<file path="config.mk">
export PLATFORM = sky130hd
export DESIGN_NAME = sml_ctrl
export DESIGN_NICKNAME = d
export VERILOG_FILES = /design/src/hdl/sml_pkg.sv /design/src/hdl/sml_ctrl.sv
export SDC_FILE = /design/constraint.sdc
export NUM_CORES = 1
export LEC_CHECK = 0
export BUFFER_PORTS_ARGS = -buffer_cell sky130_fd_sc_hd__clkbuf_2
export CAP_MARGIN = 25
export CORE_MARGIN = 4
export CORE_UTILIZATION = 40
export CTS_CLUSTER_SIZE = 40
export DETAILED_ROUTE_END_ITERATION = 6
export PLACE_DENSITY = 0.72
export SYNTH_ARGS = -nofsm -noshare
export SYNTH_HDL_FRONTEND = slang
export SYNTH_SLANG_ARGS = --single-unit
</file>
<file path="constraint.sdc">
create_clock -name clk -period 1.3 [get_ports clk]
set_clock_uncertainty 0.15 [all_clocks]
set_input_delay 0.065 -clock clk [delete_from_list [all_inputs] [get_ports clk]]
set_output_delay 0.065 -clock clk [all_outputs]
set_load 0.01 [all_outputs]
</file>
<file path="src/hdl/sml_pkg.sv">
// Shared types and constants for the spatial memtable log.
`default_nettype none

package sml_pkg;

  // Fixed field widths of the channel items
  localparam int ID_W        = 64;
  localparam int COORD_W     = 32;
  localparam int THR_W       = 7;
  localparam int COUNT_OUT_W = 7;

  // Reset value of the full threshold register
  localparam logic [THR_W-1:0] THRESH_RESET = 7'd64;

  // Operation codes carried in the mode field
  typedef enum logic [2:0] {
    MODE_INSERT = 3'd0,
    MODE_DELETE = 3'd1,
    MODE_GET    = 3'd2,
    MODE_RANGE  = 3'd3,
    MODE_CLEAR  = 3'd4
  } mode_t;

  // Result status codes
  typedef enum logic [1:0] {
    ST_OK      = 2'd0,
    ST_NOMATCH = 2'd1,
    ST_FULL    = 2'd2
  } status_t;

  // Source of the found fields in a result beat
  typedef enum logic [1:0] {
    SEL_PLAIN = 2'd0,
    SEL_ENTRY = 2'd1,
    SEL_PEND  = 2'd2
  } emit_sel_t;

  typedef struct packed {
    logic [2:0]                mode;
    logic [ID_W-1:0]           obj_key;
    logic signed [COORD_W-1:0] min_x;
    logic signed [COORD_W-1:0] min_y;
    logic signed [COORD_W-1:0] max_x;
    logic signed [COORD_W-1:0] max_y;
  } in_item_t;

  typedef struct packed {
    logic [1:0]                status;
    logic                      last;
    logic [ID_W-1:0]           found_id;
    logic signed [COORD_W-1:0] found_min_x;
    logic signed [COORD_W-1:0] found_min_y;
    logic signed [COORD_W-1:0] found_max_x;
    logic signed [COORD_W-1:0] found_max_y;
    logic                      is_tombstone;
    logic [COUNT_OUT_W-1:0]    entry_count;
    logic                      full_res;
  } out_item_t;

  // One stored table entry
  typedef struct packed {
    logic [ID_W-1:0]           id;
    logic signed [COORD_W-1:0] min_x;
    logic signed [COORD_W-1:0] min_y;
    logic signed [COORD_W-1:0] max_x;
    logic signed [COORD_W-1:0] max_y;
    logic                      dead;
  } entry_t;

  // Commands from the controller to the datapath
  typedef struct packed {
    logic      load_item;
    logic      do_write;
    logic      do_clear;
    logic      start_scan;
    logic      scan_adv;
    logic      push_pend;
    logic      emit;
    emit_sel_t emit_sel;
    status_t   emit_status;
    logic      emit_last;
  } dp_cmd_t;

  // Status from the datapath to the controller
  typedef struct packed {
    logic [2:0] mode;
    logic       table_full;
    logic       scan_done;
    logic       hit;
    logic       pend_valid;
    logic       out_free;
  } dp_sts_t;

endpackage

`default_nettype wire

</file>
<file path="src/hdl/sml_ctrl.sv">
// Controller: sequences decode, append, scan and result beats of one item at a time.
`default_nettype none

module sml_ctrl (
  input  wire logic             clk,
  input  wire logic             rst_n,
  input  wire logic             in_valid,
  output logic                  in_ready,
  input  wire sml_pkg::dp_sts_t sts,
  output sml_pkg::dp_cmd_t      cmd
);
  import sml_pkg::*;

  typedef enum logic [3:0] {
    S_IDLE   = 4'b0001,
    S_DECODE = 4'b0010,
    S_SCAN   = 4'b0100,
    S_FINISH = 4'b1000
  } state_t;

  state_t state_r, state_nxt;

  assign in_ready = (state_r == S_IDLE);

  always_comb begin
    state_nxt = state_r;
    cmd       = '0;
    unique case (state_r)
      // take a new item
      S_IDLE: begin
        if (in_valid) begin
          cmd.load_item = 1'b1;
          state_nxt     = S_DECODE;
        end
      end

      // single-beat operations complete here, scans are started
      S_DECODE: begin
        unique case (sts.mode)
          MODE_INSERT, MODE_DELETE: begin
            if (sts.out_free) begin
              cmd.emit      = 1'b1;
              cmd.emit_sel  = SEL_PLAIN;
              cmd.emit_last = 1'b1;
              if (sts.table_full) begin
                cmd.emit_status = ST_FULL;
              end else begin
                cmd.do_write    = 1'b1;
                cmd.emit_status = ST_OK;
              end
              state_nxt = S_IDLE;
            end
          end
          MODE_CLEAR: begin
            if (sts.out_free) begin
              cmd.do_clear    = 1'b1;
              cmd.emit        = 1'b1;
              cmd.emit_sel    = SEL_PLAIN;
              cmd.emit_status = ST_OK;
              cmd.emit_last   = 1'b1;
              state_nxt       = S_IDLE;
            end
          end
          MODE_GET, MODE_RANGE: begin
            cmd.start_scan = 1'b1;
            state_nxt      = S_SCAN;
          end
          default: begin
            if (sts.out_free) begin
              cmd.emit        = 1'b1;
              cmd.emit_sel    = SEL_PLAIN;
              cmd.emit_status = ST_NOMATCH;
              cmd.emit_last   = 1'b1;
              state_nxt       = S_IDLE;
            end
          end
        endcase
      end

      // one entry a cycle; hold while a needed result beat cannot be placed
      S_SCAN: begin
        if (sts.scan_done) begin
          state_nxt = S_FINISH;
        end else if (!sts.hit) begin
          cmd.scan_adv = 1'b1;
        end else if (sts.mode == MODE_GET) begin
          if (sts.out_free) begin
            cmd.emit        = 1'b1;
            cmd.emit_sel    = SEL_ENTRY;
            cmd.emit_status = ST_OK;
            cmd.emit_last   = 1'b1;
            state_nxt       = S_IDLE;
          end
        end else if (!sts.pend_valid) begin
          cmd.push_pend = 1'b1;
          cmd.scan_adv  = 1'b1;
        end else if (sts.out_free) begin
          cmd.emit        = 1'b1;
          cmd.emit_sel    = SEL_PEND;
          cmd.emit_status = ST_OK;
          cmd.emit_last   = 1'b0;
          cmd.push_pend   = 1'b1;
          cmd.scan_adv    = 1'b1;
        end
      end

      // close the item: last range match, or no-match beat
      S_FINISH: begin
        if (sts.out_free) begin
          cmd.emit      = 1'b1;
          cmd.emit_last = 1'b1;
          if (sts.pend_valid) begin
            cmd.emit_sel    = SEL_PEND;
            cmd.emit_status = ST_OK;
          end else begin
            cmd.emit_sel    = SEL_PLAIN;
            cmd.emit_status = ST_NOMATCH;
          end
          state_nxt = S_IDLE;
        end
      end

      default: begin
        state_nxt = S_IDLE;
      end
    endcase
  end

  always_ff @(posedge clk) begin
    if (!rst_n) begin
      state_r <= S_IDLE;
    end else begin
      state_r <= state_nxt;
    end
  end

endmodule

`default_nettype wire

</file>
# Yosys cells after proc, flatten, opt, wreduce, memory -nomap -nowiden
# Index checks and enable logic that the tools add are counted.
[op_classes] n_mux=34 reduce_logical=4 n_eq_ne=11
[ops] cell="$mux 6" n=7
[ops] cell="$pmux 6 s3" n=2
[ops] cell="$mux 4" n=7
[ops] cell="$mux 8" n=2
[ops] cell="$pmux 4 s4" n=1
[ops] cell="$mux 1" n=9
[ops] cell="$mux 2" n=4
[ops] cell="$mux 7" n=1
[ops] cell="$eq 3x2->1 const B" n=2
[ops] cell="$ne 3x3->1 const B" n=2
[ops] cell="$eq 4x1->1 const B" n=1
[ops] cell="$eq 4x2->1 const B" n=1
[ops] cell="$eq 4x3->1 const B" n=1
[ops] cell="$eq 4x4->1 const B" n=1
[ops] cell="$reduce_or 2->1" n=2
[ops] cell="$eq 3x1->1 const B" n=1
[ops] cell="$eq 3x3->1 const B" n=1
[ops] cell="$logic_not 3->1" n=1
[ops] cell="$mux 3" n=1
[ops] cell="$reduce_and 3->1" n=1
[ops] cell="$ne 2x2->1 const B" n=1
[word_totals] reg_bits=4 out_inout_bits=13

# Depth between registers and ports, before layout
[depth] depth_word=6 mapped_depth=5 depth_no_buf=4

# Worst setup path before layout
# Ideal clock, no wire load.
[synth_timing] path_kind="reg2out" start="register state_r[1]" end="output port cmd[2] in the netlist's numbering" path_stages_with_launch=6 arrival_time_ns=1.150 required_ns=1.085 path_slack_ns=-0.065 cell_sequence="dfxtp_1 > buf_6 > nand2b_4 > nor3_4 > nand3b_1 > nor3b_1"
[synth_rtl] item="start, declared" line_no="sml_ctrl.sv:21" source="state_t state_r, state_nxt;"
[synth_rtl] item="start signal, assigned" line_no="sml_ctrl.sv:133" source="state_r <= state_nxt;"
[synth_rtl] item="end, declared" line_no="sml_ctrl.sv:10" source="output sml_pkg::dp_cmd_t cmd"

==> results.yml <==
cells_and_area:
  fillers: 88
  multiInputGateArea_sq_um: 454
  layout-drive-gt1-share: 0.619
  nets: 126
  antenna_cells: 0
  postLayoutCoreUtil: 0.767
  reg.largest.list: "state_r: 4 flops"
  largest_reg_flops: 4
  regArea_sq_um: 92.6
  syn_to_final_growth_pct: 68.9
  largest_register: "state_r"
routing:
  via_per_inst: 5.51
  via_count: 700
  dr.pass1.iters: 4
  drtIter0Drc: 27
  wire_per_inst_um: 14.3
  ant_nets: 0
  totalWireLength_mm: 1.82
  drcViolationCount: 0
sta:
  timing.fmax_mhz: 597
  tightest_slew_ns: 0.319
  worst_slack_ns: -0.375
  rsz0062_at_grt: "true"
  holdWs_ns: 0.0271
  setup_viol: 16
  relSlewSlack: 0.787
  tns_ns: -4.79
  fin_crit_sh: 1.29
  min_period_ns: 1.68
  hold_viol_final: 0
  slew_viol_final: 0
worst_setup_path:
  required_ns: 1.09
  cp_slowest_cell: "dfxtp_4"
  critPathMaxFanout: 8
  crit_path_start: "state_r[1]$_SDFFE_PN0P_"
  cp_cell_sequence: "buf_4, nor2_4, buf_4, nand3b_1, nor3_2, buf_2"
  path_delay_family: "simple AND/OR/NAND/NOR gates"
  start_kind: "register"
  cp_common_cell: "buf_4"
  rr_startpoint: "state_r[1]$_SDFFE_PN0P_"
  end_kind: "output pin"
  crit_buf_inv: 3
  crit_type: "reg -> out"
  max_stage_delay_ns: 0.38
  crit_arrival_ns: 1.46
die:
  die_area_sq_mm: 0.00198
  die_height_um: 44.5
  die_w_um: 44.5
  coreArea_sq_mm: 0.00117
  ios: 24
  num_rows: 12
  initial_utilization: 0.454
cts:
  clk_pin_slew_ns: 0.04
  root_buffer: "clkbuf_4"
  clock-sinks: 4
  clk_latency_ns: 0.24
  cts_tree: "built"
  cts_max_level: 1
  cts_made_buffers: 3
  clk_path_buf_depth: 2
yosys:
  synthTopCellsByCount: "nor2_1 (8), inv_1 (7), a21oi_1 (4), dfxtp_1 (4)"
  syn_nets: 80
  yosysUniqueCellTypes: 34
  yosysWarningCount: 0
  ys_ff_latch: 4
  yosysSeqAreaShare: 0.151
  async_flop_share: 0
  synth_most_common_cell: "nor2_1"
  yosys.area.top_type: "dfxtp_1"
  yosys-top-cells-area: "dfxtp_1 (15%), nor2_1 (5.6%), nand2b_4 (5.2%)"
  synth_top_flop_cell: "dfxtp_1"
  syn_inst: 69
  synth_edf_count: 0
  yosysTopAreaCellShare: 0.151
  syn_area_sq_um: 532
  avgSynthCellArea_sq_um: 7.71
flow_run:
  maxCapViolations: 0
global_route:
  grt_overflow_total: 0
  grt_pass1_wl_mm: 2.93
  grt_pass1_vias: 675
  grt_max_degree: 10
  antenna_found_initial: 0
  grtUsageTotal: 0.201
pwr:
  ir_drop_v: 0.000625
  power_density_mw_per_mm2: 542
  power.leakage_nw: 0.397
outcome:
  violations: "negative setup slack"
  run_status: "finished with violations"
hold_path:
  holdCritPathClass: "in -> reg"
  holdCritStartpoint: "sts[0]"
placed_design:
  dp_hpwl_mm: 1.34
  portBuffers: 23
  post-place-ws_ns: -0.293
  gp_congestion: 0.883
==> tightest hold or removal path, cell delays in order <==
cell and delay [ns]:
clkbuf_2 0.15, o21ai_1 0.10, o21bai_1 0.06
==> through the flow <==
step | std cells | cell area (sq um) | total power [mW]
after floorplan | 69 | 541 | 0.224
after global placement | 117 | 748 | 0.280
after detailed placement | 117 | 748 | 0.284
after CTS | 125 | 857 | 0.469
after global routing | 127 | 898 | 0.523
final | 127 | 898 | 0.487
==> worst paths after layout <==
check	cells past startpoint	to	slack, ns
worst max-delay path	6	cmd[6]	-0.38
worst min-delay path	3	state_r[0]$_SDFFE_PN1P_	0.03
worst max register to register	8	state_r[0]$_SDFFE_PN1P_	-0.32
worst min register to register	3	state_r[3]$_SDFFE_PN0P_	0.50
==> routing by layer <==
metal,track usage,wire (um),part of all wire
met4,0.0964,18,0.0099
met5,0,0,0
met3,0.0569,117,0.064
met1,0.242,786,0.43
met2,0.324,895,0.49
==> power by group <==
part	total [mW]	switching (mW)	leakage (nW)	internal, mW
Clock	0.159	0.0551	0.0138	0.104
Combinational	0.186	0.0881	0.349	0.0979
Sequential	0.142	0.0154	0.0347	0.127
==> area by class of cell <==
type	count	share of cell area
clock buffer	3	0.0251
inverter	7	0.0292
multi-input combinational	55	0.506
sequential	4	0.103
tap	14	0.0195
timing repair buffer	44	0.318
==> repair_timing <==
action / CTS / global route
pin swaps: 6 / 1
hold endpoints to repair: 2 / 0
buffers inserted: 4 / 2
setup endpoints to repair: 17 / 16
cloned: 0 / 0
hold buffers: 1 / 0
gates resized for setup: 14 / 15
==> cell usage in the layout, fill, tap and decap left out, types with 2 or more instances in the layout <==
cell type | synthesis | final
nand2_1 | 3 | 3
buf_6 | 2 | 2
clkbuf_4 | 0 | 3
a21oi_1 | 4 | 3
o21ai_1 | 1 | 2
clkbuf_2 | 0 | 14
o21ai_2 | 2 | 2
nand2b_1 | 3 | 3
o21ai_0 | 3 | 2
dfxtp_4 | 0 | 3
nor3b_2 | 0 | 2
nand3b_1 | 3 | 3
buf_4 | 1 | 19
nor4_4 | 1 | 2
o21a_1 | 2 | 2
inv_1 | 7 | 6
nor3_2 | 0 | 2
nand2b_4 | 2 | 2
buf_2 | 0 | 8
a31oi_1 | 2 | 2
nor2_1 | 8 | 7
==> cells by family after synthesis <==
family | after synthesis | synth area share
flops | 4 | 0.151
simple gates | 32 | 0.424
compound gates | 22 | 0.304
xor+xnor | 1 | 0.0165
buf+inv | 10 | 0.106
(Power assumes the default switching activity.)
